--- src/rtl/hnm_pkg.sv ---
`default_nettype none

package hnm_pkg;

	localparam int MAX_STORED  = 1024;
	localparam int IDX_W       = $clog2(MAX_STORED);
	localparam int CNT_W       = $clog2(MAX_STORED + 1);
	localparam int WORD_W      = 64;
	localparam int WORDS       = 4;
	localparam int DESC_W      = WORD_W * WORDS;
	localparam int POP_W       = 7;
	localparam int DIST_W      = 9;
	localparam int RATIO_W     = 9;
	localparam int MATCH_IDX_W = 10;
	localparam int PROD_W      = DIST_W + RATIO_W;

	localparam logic [DIST_W-1:0]  FULL_DISTANCE = DIST_W'(256);
	localparam logic [RATIO_W-1:0] RATIO_RESET   = RATIO_W'(192);

	localparam logic [1:0] KIND_LOAD  = 2'd0;
	localparam logic [1:0] KIND_QUERY = 2'd1;
	localparam logic [1:0] KIND_CLEAR = 2'd2;

	typedef enum logic [1:0] {
		ST_IDLE,
		ST_SCAN,
		ST_DRAIN,
		ST_FINISH
	} state_t;

	typedef struct packed {
		logic [1:0]        kind;
		logic [WORD_W-1:0] desc_w0;
		logic [WORD_W-1:0] desc_w1;
		logic [WORD_W-1:0] desc_w2;
		logic [WORD_W-1:0] desc_w3;
	} in_item_t;

	typedef struct packed {
		logic                   matched;
		logic [MATCH_IDX_W-1:0] match_index;
		logic [DIST_W-1:0]      best_distance;
		logic [DIST_W-1:0]      second_distance;
	} out_item_t;

	typedef struct packed {
		logic             valid;
		logic             last;
		logic [IDX_W-1:0] idx;
	} tag_t;

	function automatic logic [5:0] pop32(input logic [31:0] v);
		logic [31:0] v1;
		logic [31:0] v2;
		logic [31:0] v3;
		logic [7:0]  s;
		v1 = v - ((v >> 1) & 32'h55555555);
		v2 = (v1 & 32'h33333333) + ((v1 >> 2) & 32'h33333333);
		v3 = (v2 + (v2 >> 4)) & 32'h0F0F0F0F;
		s  = v3[7:0] + v3[15:8] + v3[23:16] + v3[31:24];
		return s[5:0];
	endfunction

	function automatic logic [POP_W-1:0] pop64(input logic [WORD_W-1:0] v);
		return POP_W'(pop32(v[31:0])) + POP_W'(pop32(v[63:32]));
	endfunction

endpackage

`default_nettype wire

--- src/rtl/hnm_rank.sv ---
`default_nettype none

module hnm_rank (
	input  wire logic                      clk,
	input  wire logic                      start,
	input  wire hnm_pkg::tag_t             tag,
	input  wire logic [hnm_pkg::DIST_W-1:0] cand_dist,
	output logic      [hnm_pkg::DIST_W-1:0] best,
	output logic      [hnm_pkg::DIST_W-1:0] second,
	output logic      [hnm_pkg::IDX_W-1:0]  near_idx
);
	import hnm_pkg::*;

	logic first;

	assign first = (tag.idx == '0);

	always_ff @(posedge clk) begin
		if (start) begin
			best     <= FULL_DISTANCE;
			second   <= FULL_DISTANCE;
			near_idx <= '0;
		end else if (tag.valid) begin
			if (first || cand_dist < best) begin
				if (!first) begin
					second <= best;
				end
				best     <= cand_dist;
				near_idx <= tag.idx;
			end else if (cand_dist < second) begin
				second <= cand_dist;
			end
		end
	end

endmodule

`default_nettype wire

--- config.mk ---
export PLATFORM = sky130hd
export DESIGN_NAME = hnm_rank
export DESIGN_NICKNAME = d
export VERILOG_FILES = /design/src/rtl/hnm_pkg.sv /design/src/rtl/hnm_rank.sv
export SDC_FILE = /design/constraint.sdc
export NUM_CORES = 1
export LEC_CHECK = 0
export ABC_AREA = 1
export BUFFER_PORTS_ARGS = -buffer_cell sky130_fd_sc_hd__buf_2
export CORE_ASPECT_RATIO = 0.75
export CORE_UTILIZATION = 41
export CTS_BUF_LIST = sky130_fd_sc_hd__clkbuf_16
export CTS_CLUSTER_DIAMETER = 50
export DETAILED_ROUTE_END_ITERATION = 16
export GPL_TIMING_DRIVEN = 0
export PLACE_DENSITY_LB_ADDON = 0.05
export SLEW_MARGIN = 5
export SYNTH_ARGS = -nofsm -noshare
export SYNTH_HDL_FRONTEND = slang
export SYNTH_SLANG_ARGS = --single-unit
--- constraint.sdc ---
create_clock -name clk -period 1.9 [get_ports clk]
set_input_delay 0.38 -clock clk [delete_from_list [all_inputs] [get_ports clk]]
set_output_delay 0.38 -clock clk [all_outputs]
set_load 0.01 [all_outputs]
==> out/results.ini <==
[finish]
num_antenna_cells = 0
syn2layout_area_growth_pct = 35.2
final_core_util_pct = 60.7
layout-drive-gt1-share_pct = 33.3
final_nets = 356
finalInstanceArea_sq_um = 2320

[yosys]
mappedNetlistNets = 294
yosysSeqAreaShare_pct = 32.6
synth-edff-count = 0
synth_area_sq_um = 1720
netlist.top_cell.by_area = sky130_fd_sc_hd__dfxtp_1
synth_cells = 255
yosys_most_used_dff = sky130_fd_sc_hd__dfxtp_1
synth_top_cells_by_count = 80 x sky130_fd_sc_hd__nand2_1, 33 x sky130_fd_sc_hd__nand3_1, 28 x sky130_fd_sc_hd__dfxtp_1
post_syn_area_per_cell_sq_um = 6.74
synth-seq-cells = 28
async_reset_ff_share_pct = 0
synthTopCellsByArea = sky130_fd_sc_hd__dfxtp_1 33%, sky130_fd_sc_hd__nand2_1 17%, sky130_fd_sc_hd__ha_1 12%, sky130_fd_sc_hd__nand3_1 9.6%, sky130_fd_sc_hd__a21oi_1 6.4%
count_of_cell_types_in_the_netlist = 20
yosysMostFrequentCell = sky130_fd_sc_hd__nand2_1
synthDominantCellAreaShare_pct = 32.6
number_of_warnings_reported_in_the_yosys_synthesis_log = 0

[drt]
num_vias = 1734
first_iter_violations = 54
routed_wirelength_um = 4320
drtPass1Iterations = 4
routed_via_density = 4.72
drc_errors = 0
drt-wirelength-per-cell_um = 11.8
ant_nets = 0

[pwr]
cellInternalPower_mw = 1.31
seq_power_share_pct = 35.1
switching_share_pct = 34.4
ir_drop_uv = 497
power_density_over_the_cells_nw_per_um2 = 861
power_leakage_nw = 1.18
p_switching_mw = 0.687
share_comb_of_total_power_pct = 41.5
clock_power_share_pct = 23.3

[grt]
largest_net_degree_at_the_start_of_global_routing = 15
grt_util_met2_pct = 32.1
top_usage_layer = met2
number_of_antenna_violations_at_the_first_check_in_global_routing = 0
grt_pass1_wl_um = 7130
use_met3_pct = 4.09
global_route.overflow_total = 0
grtUsageTotal_pct = 20.3
grtUsageMet1_pct = 28.4
grt_pass1_vias = 1598

[clock_network]
clkSinkCount = 28
max-clock-path-buffers = 2
tritoncts.num_buffers = 3
htree_levels = 1
cts_root_buf = sky130_fd_sc_hd__clkbuf_16
worst_setup_hold_path_clk_slew_ns = 0.06
cts.hold.buffers_added = 0
tritoncts = done
clock_insertion_delay_worst_skew_ns = 0.26

[setup_path]
timing.rr.end = second[4]
worstSetupStartpointType = flop
r2r_slack_ns = 0.09
timing.critical_path.to_type = flop
critPathArrivalTime_ns = 1.96
cp-startpoint = best[7]
reg2reg_depth = 12
reg2reg_from = best[7]
cp_data_required_time_ns = 2.05
crit_path_max_fanout = 7
worstSetupPathType = flop to flop
setup.worst_path.end = second[4]

[timing]
worst-slew-pin-transition_ns = 0.558
period_share_pct = 95.2
final_setup_violation_count = 0
layout_min_cycle_time_ns = 1.81
worst_clock_skew_ns = 0.00487
drv_slew = 0
relSlewSlack_pct = 62.8
max_freq_mhz = 553
final-hold-violation-count = 0

[run_status]
outcome = complete, no violations

[floorplanning]
initial_standard_cell_utilization_of_the_core_pct = 44.9
cell_rows = 19
die_area_sq_um = 4460
floorplan.die.width_um = 76.7
design.portCount = 51
die-height_um = 58.1
coreArea_sq_um = 3830

[place]
post_dp_cell_area_sq_um = 2020
place.port_buffers = 48
dpl.hpwl_um = 3100
gp_congestion = 0.833

[worst_hold_path]
worst_hold_path_type = input port to flop
worst_hold_path.num_cells = 3

[flow_run]
timing.max_cap.violations = 0

-- cell type report --
cell class / instances / area (sq um)
repair buffers: 57 / 338
fillers: 374 / 1510
plain buffers: 11 / 98.8
well taps: 52 / 65.1
clock buffers: 3 / 75.1
flip-flops and latches: 28 / 574
multi-input cells: 187 / 1060
inverters: 29 / 109
-- worst max-delay path, stage by stage (launching register included) --
cell and delay [ns]:
sky130_fd_sc_hd__dfxtp_2 0.35, sky130_fd_sc_hd__inv_1 0.05, sky130_fd_sc_hd__ha_1 0.28, sky130_fd_sc_hd__nand2_2 0.07, sky130_fd_sc_hd__inv_1 0.05, sky130_fd_sc_hd__a21oi_2 0.14, sky130_fd_sc_hd__nand3_2 0.12, sky130_fd_sc_hd__buf_6 0.15
sky130_fd_sc_hd__nand2_2 0.07, sky130_fd_sc_hd__nand2_4 0.09, sky130_fd_sc_hd__clkbuf_16 0.17, sky130_fd_sc_hd__nor2_1 0.12, sky130_fd_sc_hd__nor2_1 0.05
-- cells by family (layout without fill, tap and decap cells) --
kind of cell               Yosys count  count (layout)  synth area share [%]
AOI/OAI and AO/OA                   23              23                  6.85
adders and majority gates           16              16                  11.7
buffers and inverters               40             100                  11.7
DFF                                 28              28                  32.6
and+or+nand+nor                    148             148                  37.2
-- metal layers --
metal	part of all wire [%]	wire (um)
met3	4.6	200
met4	0.79	34
met5	0	0
met1	51	2220
met2	43	1860
-- worst min path at each step --
| stage | to | slack, ns | from |
|---|---|---|---|
| after floorplan | near_idx[0] | 0.48 | near_idx[0] |
| after global placement | near_idx[3] | 0.45 | near_idx[3] |
| after detailed placement | near_idx[0] | 0.45 | near_idx[0] |
| after CTS | near_idx[1] | 0.39 | tag[1] |
| after global routing | near_idx[1] | 0.41 | tag[1] |
| final | near_idx[1] | 0.39 | tag[1] |
-- layout by cell type, fill, tap and decap left out --
cell type / n
sky130_fd_sc_hd__buf_8: 2
sky130_fd_sc_hd__buf_6: 4
sky130_fd_sc_hd__nand2_1: 78
sky130_fd_sc_hd__a21oi_2: 6
sky130_fd_sc_hd__ha_4: 4
sky130_fd_sc_hd__a21oi_1: 16
sky130_fd_sc_hd__ha_1: 12
sky130_fd_sc_hd__clkbuf_1: 2
sky130_fd_sc_hd__nor2_2: 5
sky130_fd_sc_hd__nand3_1: 32
sky130_fd_sc_hd__clkbuf_16: 4
sky130_fd_sc_hd__dfxtp_1: 21
sky130_fd_sc_hd__dfxtp_2: 5
sky130_fd_sc_hd__buf_1: 1
sky130_fd_sc_hd__nor2_1: 21
sky130_fd_sc_hd__nand2_2: 4
sky130_fd_sc_hd__inv_2: 3
sky130_fd_sc_hd__buf_12: 1
sky130_fd_sc_hd__a21o_1: 1
sky130_fd_sc_hd__buf_4: 8
sky130_fd_sc_hd__inv_1: 25
sky130_fd_sc_hd__nand3_2: 3
sky130_fd_sc_hd__clkinv_1: 1
sky130_fd_sc_hd__dfxtp_4: 2
sky130_fd_sc_hd__nand2_4: 4
sky130_fd_sc_hd__or2_4: 1
sky130_fd_sc_hd__buf_2: 49
-- metrics by stage --
stage / setup slack [ns] / std cells / TNS, ns / power (mW) / hold slack (ns)
after floorplan: 0.124 / 255 / 0 / 1.19 / 0.483
after global placement: -0.140 / 355 / -1.71 / 1.39 / 0.448
after detailed placement: -0.127 / 355 / -1.36 / 1.39 / 0.448
after CTS: 0.00445 / 358 / 0 / 1.87 / 0.393
after global routing: -0.0301 / 367 / -0.149 / 2.16 / 0.406
final: 0.0920 / 367 / 0 / 2.00 / 0.391
-- power groups by stage --
stage	Clock, mW	Sequential [mW]	Combinational (mW)
final	0.467	0.703	0.831
after global routing	0.511	0.711	0.934
after CTS	0.486	0.702	0.685
after detailed placement	0	0.713	0.679
after global placement	0	0.711	0.678
after floorplan	0	0.744	0.448
-- state kept, by name, summed over array words and instances (netlist names) --
name and cells:
best 9, near_idx 10, second 9
-- timing repair --
item	CTS	global route
setup buffers	0	8
gates resized for setup	4	28
cloned	0	1
pin swaps	0	3
setup endpoints to repair	8	28
No activity file was read; power rests on OpenSTA's default activity.
