## config.mk

```make
export PLATFORM = sky130hd
export DESIGN_NAME = hnm_dist
export DESIGN_NICKNAME = d
export VERILOG_FILES = /design/src/rtl/hnm_pkg.sv /design/src/rtl/hnm_dist.sv
export SDC_FILE = /design/constraint.sdc
export NUM_CORES = 1
export LEC_CHECK = 0
export ABC_AREA = 1
export BUFFER_PORTS_ARGS = -buffer_cell sky130_fd_sc_hd__clkbuf_2
export CORE_MARGIN = 2
export CORE_UTILIZATION = 35
export CTS_CLUSTER_SIZE = 40
export DETAILED_ROUTE_END_ITERATION = 12
export PLACE_DENSITY = 0.58
export SLEW_MARGIN = 20
export SYNTH_ARGS = -nofsm -noshare
export SYNTH_HDL_FRONTEND = slang
export SYNTH_SLANG_ARGS = --single-unit
```

## constraint.sdc

```tcl
create_clock -name clk -period 3 [get_ports clk]
set_input_delay 0.15 -clock clk [delete_from_list [all_inputs] [get_ports clk]]
set_output_delay 0.15 -clock clk [all_outputs]
set_load 0.1 [all_outputs]
```

## src/rtl/hnm_pkg.sv

```systemverilog
`default_nettype none

package hnm_pkg;

	localparam int MAX_STORED  = 1024;
	localparam int IDX_W       = $clog2(MAX_STORED);
	localparam int CNT_W       = $clog2(MAX_STORED + 1);
	localparam int WORD_W      = 64;
	localparam int WORDS       = 4;
	localparam int DESC_W      = WORD_W * WORDS;
	localparam int POP_W       = 7;
	localparam int DIST_W      = 9;
	localparam int RATIO_W     = 9;
	localparam int MATCH_IDX_W = 10;
	localparam int PROD_W      = DIST_W + RATIO_W;

	localparam logic [DIST_W-1:0]  FULL_DISTANCE = DIST_W'(256);
	localparam logic [RATIO_W-1:0] RATIO_RESET   = RATIO_W'(192);

	localparam logic [1:0] KIND_LOAD  = 2'd0;
	localparam logic [1:0] KIND_QUERY = 2'd1;
	localparam logic [1:0] KIND_CLEAR = 2'd2;

	typedef enum logic [1:0] {
		ST_IDLE,
		ST_SCAN,
		ST_DRAIN,
		ST_FINISH
	} state_t;

	typedef struct packed {
		logic [1:0]        kind;
		logic [WORD_W-1:0] desc_w0;
		logic [WORD_W-1:0] desc_w1;
		logic [WORD_W-1:0] desc_w2;
		logic [WORD_W-1:0] desc_w3;
	} in_item_t;

	typedef struct packed {
		logic                   matched;
		logic [MATCH_IDX_W-1:0] match_index;
		logic [DIST_W-1:0]      best_distance;
		logic [DIST_W-1:0]      second_distance;
	} out_item_t;

	typedef struct packed {
		logic             valid;
		logic             last;
		logic [IDX_W-1:0] idx;
	} tag_t;

	function automatic logic [5:0] pop32(input logic [31:0] v);
		logic [31:0] v1;
		logic [31:0] v2;
		logic [31:0] v3;
		logic [7:0]  s;
		v1 = v - ((v >> 1) & 32'h55555555);
		v2 = (v1 & 32'h33333333) + ((v1 >> 2) & 32'h33333333);
		v3 = (v2 + (v2 >> 4)) & 32'h0F0F0F0F;
		s  = v3[7:0] + v3[15:8] + v3[23:16] + v3[31:24];
		return s[5:0];
	endfunction

	function automatic logic [POP_W-1:0] pop64(input logic [WORD_W-1:0] v);
		return POP_W'(pop32(v[31:0])) + POP_W'(pop32(v[63:32]));
	endfunction

endpackage

`default_nettype wire

```

## src/rtl/hnm_dist.sv

```systemverilog
`default_nettype none

module hnm_dist (
	input  wire logic                      clk,
	input  wire logic                      arst_n,
	input  wire hnm_pkg::tag_t             tag_s1,
	input  wire logic [hnm_pkg::DESC_W-1:0] entry_s1,
	input  wire logic [hnm_pkg::DESC_W-1:0] query,
	output hnm_pkg::tag_t                  tag_s3,
	output logic      [hnm_pkg::DIST_W-1:0] dist_s3
);
	import hnm_pkg::*;

	logic [DESC_W-1:0] diff;
	logic [POP_W-1:0]  pc_s2 [WORDS];
	tag_t              tag_s2;

	assign diff = entry_s1 ^ query;

	always_ff @(posedge clk or negedge arst_n) begin
		if (!arst_n) begin
			tag_s2 <= '0;
			tag_s3 <= '0;
		end else begin
			tag_s2 <= tag_s1;
			tag_s3 <= tag_s2;
		end
	end

	always_ff @(posedge clk) begin
		for (int w = 0; w < WORDS; w++) begin
			pc_s2[w] <= pop64(diff[w*WORD_W +: WORD_W]);
		end
		dist_s3 <= DIST_W'(pc_s2[0]) + DIST_W'(pc_s2[1])
			+ DIST_W'(pc_s2[2]) + DIST_W'(pc_s2[3]);
	end

endmodule

`default_nettype wire

```

==> load_flow_metrics.sql <==
INSERT INTO impl_metrics (metric_group, metric, value, unit) VALUES
('floorplan', 'die-area', '0.0892', 'mm^2'),
('layout', 'layout-drive-gt1-share', '39.7', '%'),
('floorplan', 'initial_core_util', '35.2', '%'),
('layout', 'ff_latch_area', '0.00134', 'mm^2'),
('floorplan', 'io_pins', '547', ''),
('timing', 'grt_setup_unrepaired', 'yes', ''),
('synth', 'synthesis.instances', '4855', ''),
('worst_setup_path', 'timing.critical_path.required', '3.25', 'ns'),
('timing', 'fmax', '0.182', 'GHz'),
('global_route', 'grt.total_usage', '20.7', '%'),
('cts', 'cts_h_tree_depth', '3', ''),
('cts', 'clock_path_buffers', '2', ''),
('layout', 'multi_input_comb_area', '0.0295', 'mm^2'),
('floorplan', 'die_height', '299', 'um'),
('timing', 'final_period_utilization', '184', '%'),
('run_status', 'failed_checks', 'setup timing', ''),
('min_path', 'hold_path_class', 'flop to flop', ''),
('worst_setup_path', 'timing.rr.start', 'pc_s2[1][0]$_DFF_P_', ''),
('timing', 'finalHoldWorstSlack', '0.345', 'ns'),
('detailed_routing', 'wire_per_inst', '12.8', 'um'),
('global_route', 'first_global_vias', '32298', ''),
('layout', 'synthToLayoutAreaGrowth', '57.9', '%'),
('synth', 'synth_area_per_cell', '6.26', 'um^2'),
('cts', 'clock_pin_transition_on_the_worst_setup_and_hold_timing_paths', '0.06', 'ns'),
('global_route', 'globalRoute.busiestLayer', 'met2', ''),
('cts', 'cts_buffers', '9', ''),
('synth', 'ys_seq_elements', '61', ''),
('floorplan', 'core_area', '0.0863', 'mm^2'),
('timing', 'clock-skew-final', '0.00825', 'ns'),
('detailed_routing', 'vias_per_cell', '4.39', ''),
('global_route', 'pin_count_of_the_biggest_net_entering_global_routing', '25', ''),
('min_path', 'hold_depth', '0', ''),
('global_route', 'groute.layer.met1.usage', '27.3', '%'),
('worst_setup_path', 'setup.worst_path.class', 'primary input to flop', ''),
('worst_setup_path', 'crit_path_top_delay_cell', 'fa_1', ''),
('worst_setup_path', 'crit-reg2reg-capture', 'dist_s3[7]$_DFF_P_', ''),
('synth', 'synthesized_cell_area', '0.0304', 'mm^2'),
('timing', 'slew_violations', '0', ''),
('run_status', 'outcome', 'complete, but fails checks', ''),
('cts', 'tritoncts', 'yes', ''),
('worst_setup_path', 'crit_path_start_kind', 'primary input', ''),
('timing', 'max_slew_margin', '54.8', '%'),
('detailed_routing', 'via_count', '33280', ''),
('cts', 'clock_sinks', '61', ''),
('global_route', 'grt_pass1_wl', '153000', 'um'),
('synth', 'synthesis.nets', '6124', ''),
('timing', 'period_needed', '5.51', 'ns'),
('min_path', 'holdPathEnd', 'tag_s3[7]$_DFF_PN0_', ''),
('cts', 'cts_root_buffer', 'clkbuf_16', ''),
('timing', 'total_setup_violations_reported_at_the_end_of_the_flow', '25', ''),
('timing', 'setup_ws', '-2.51', 'ns'),
('detailed_routing', 'detailedRoute.firstPassIterationCount', '6', ''),
('placement', 'buffer_ports.inserted', '546', ''),
('placement', 'routabilityCongestion', '0.939', ''),
('worst_setup_path', 'endpoint_kind', 'flop', ''),
('synth', 'yosys_warnings', '0', ''),
('layout', 'num-fill-cells', '8245', ''),
('cts', 'clkLatencyLatePin', '0.35', 'ns'),
('global_route', 'gr-usage-met2', '37.1', '%'),
('worst_setup_path', 'path_common_cell', 'fa_1', ''),
('synth', 'synth_cell_types', '36', ''),
('timing', 'final_hold_viol_count', '0', ''),
('worst_setup_path', 'r2r_cells', '14', ''),
('worst_setup_path', 'critPathMaxStageDelay', '0.58', 'ns'),
('floorplan', 'row_count', '108', ''),
('synth', 'synth-seq-area-share', '4.41', '%'),
('flow_run', 'max-cap-violations', '0', ''),
('global_route', 'grt_overflow', '0', ''),
('timing', 'tightest_slew', '0.678', 'ns'),
('placement', 'dp_hpwl', '85200', 'um'),
('detailed_routing', 'drc', '0', ''),
('global_route', 'grt_antenna_before_repair', '8', ''),
('detailed_routing', 'drt-initial-drc-count', '1144', ''),
('worst_setup_path', 'setup.reg_to_reg.worst_slack', '0.10', 'ns'),
('detailed_routing', 'final_antenna_net_count', '0', ''),
('detailed_routing', 'postRouteWirelength', '97100', 'um'),
('floorplan', 'fp.dieW', '299', 'um'),
('global_route', 'grt_util_met3', '2.38', '%'),
('layout', 'fin_nets', '7696', ''),
('worst_setup_path', 'critical_path.max_fanout', '3', ''),
('min_path', 'timing.hold.worst.start', 'tag_s2[7]$_DFF_PN0_', ''),
('worst_setup_path', 'cp.arrival', '5.76', 'ns');
## placed cells by master (no fill, tap or decap), types with 21 or more instances in the layout
cell	synthesis	layout
nand2_1	1488	1273
inv_1	1237	1094
buf_4	0	978
clkbuf_2	0	518
ha_1	556	383
nand3_1	288	240
nand2_2	24	208
nor2_1	243	177
xor2_1	212	154
ha_4	0	139
fa_1	187	138
inv_2	0	125
a21oi_1	173	108
xnor2_1	147	77
xnor2_2	8	57
a21oi_2	1	55
xor2_2	0	51
nor2_2	13	51
fa_2	0	49
nand3_2	5	44
o21ai_0	63	37
dfxtp_1	37	35
buf_6	0	35
nand2_4	3	34
ha_2	0	34
nor2_4	2	30
nand4_1	25	25
dfrtp_1	24	24
xnor2_4	0	21
## cell type report
type	count	share of cell area (%)
clock buffer	9	0.469
sequential	61	2.80
antenna	1	0.00521
clock inverter	7	0.104
inverter	1237	9.77
timing repair buffer	1561	22.3
tap	1155	3.01
multi-input combinational	3557	61.6
## repair_timing
action                                 in CTS  in global routing
resized for setup                         248                599
pin swaps                                 144                308
endpoints found under the hold margin      36                  0
buffers inserted                           48                 64
setup endpoints to repair                  29                 30
hold buffers                               13                  0
## layer usage
metal / up-vias / wire length, um
li1: 17600 / -
met1: 14981 / 44000
met2: 606 / 47800
met3: 83 / 4050
met4: 10 / 1210
met5: - / 69
## per-stage QoR
stage          cell area [um^2]  worst slack (ns)  std cells  TNS [ns]  util, %
2_1_floorplan             32100             -2.37       4855    -48.64        -
3_5_place_dp              43100             -3.04       7452    -66.05     49.9
3_3_place_gp              43100             -2.99       7452    -64.77     49.9
6_report                  48000             -2.51       7588    -51.50     55.6
4_1_cts                   45000             -2.45       7526    -50.66     52.1
5_1_grt                   48000             -2.68       7587    -55.65     55.6
## synthesized netlist by cell type
cell type | number | area (um^2)
nand2_1 | 1488 | 5590
inv_1 | 1237 | 4640
ha_1 | 556 | 6960
nand3_1 | 288 | 1440
nor2_1 | 243 | 912
xor2_1 | 212 | 1860
fa_1 | 187 | 3740
a21oi_1 | 173 | 866
xnor2_1 | 147 | 1290
o21ai_0 | 63 | 315
dfxtp_1 | 37 | 741
nor3_1 | 28 | 140
nand4_1 | 25 | 156
dfrtp_1 | 24 | 601
nand2_2 | 24 | 150
o21bai_1 | 24 | 180
a31oi_1 | 13 | 81.3
nor2_2 | 13 | 81.3
and2_1 | 12 | 75.1
a21boi_0 | 11 | 82.6
a21o_1 | 10 | 75.1
xnor2_2 | 8 | 130
nand3_2 | 5 | 50.1
nand3b_1 | 5 | 37.5
nand2_4 | 3 | 33.8
a211oi_1 | 2 | 15.0
a21boi_1 | 2 | 15.0
a221oi_1 | 2 | 17.5
nor2_4 | 2 | 22.5
nor3_2 | 2 | 20.0
o211a_1 | 2 | 20.0
or2_2 | 2 | 12.5
or2_4 | 2 | 17.5
a21oi_2 | 1 | 8.76
o211ai_1 | 1 | 7.51
o21ai_1 | 1 | 5.00
## critical path, delay by kind of cell
| kind | cells | cell delay, ns |
|---|---|---|
| fa+ha+maj | 10 | 3.97 |
| buf+inv | 8 | 0.55 |
| xor+xnor | 2 | 0.33 |
| simple gates | 2 | 0.19 |
| compound gates | 4 | 0.56 |
## registers in the layout, summed over array words and instances, names as in the netlist
signal / count
pc_s2: 28
dist_s3: 9
tag_s2: 12
tag_s3: 12
## cells by family after synthesis
logic type / after synthesis / synth area share [%]
xor+xnor: 367 / 10.8
flops: 61 / 4.41
simple gates: 2142 / 28.8
fa+ha+maj: 743 / 35.2
compound gates: 305 / 5.56
buf+inv: 1237 / 15.3
## worst max path at each step
| stage | start | to | slack (ns) | depth (start not counted) |
|---|---|---|---|---|
| 2_1_floorplan | entry_s1[66] | pc_s2[1][4]$_DFF_P_ | -2.37 | 27 |
| 3_3_place_gp | query[166] | pc_s2[2][3]$_DFF_P_ | -2.99 | 28 |
| 3_5_place_dp | query[166] | pc_s2[2][3]$_DFF_P_ | -3.04 | 28 |
| 4_1_cts | query[2] | pc_s2[0][4]$_DFF_P_ | -2.45 | 27 |
| 5_1_grt | entry_s1[171] | pc_s2[2][3]$_DFF_P_ | -2.68 | 26 |
| 6_report | entry_s1[171] | pc_s2[2][3]$_DFF_P_ | -2.51 | 26 |
Power is left out: the tool's default activity adds up to more than one toggle a clock period on the data nets, which glitch-free logic cannot reach.
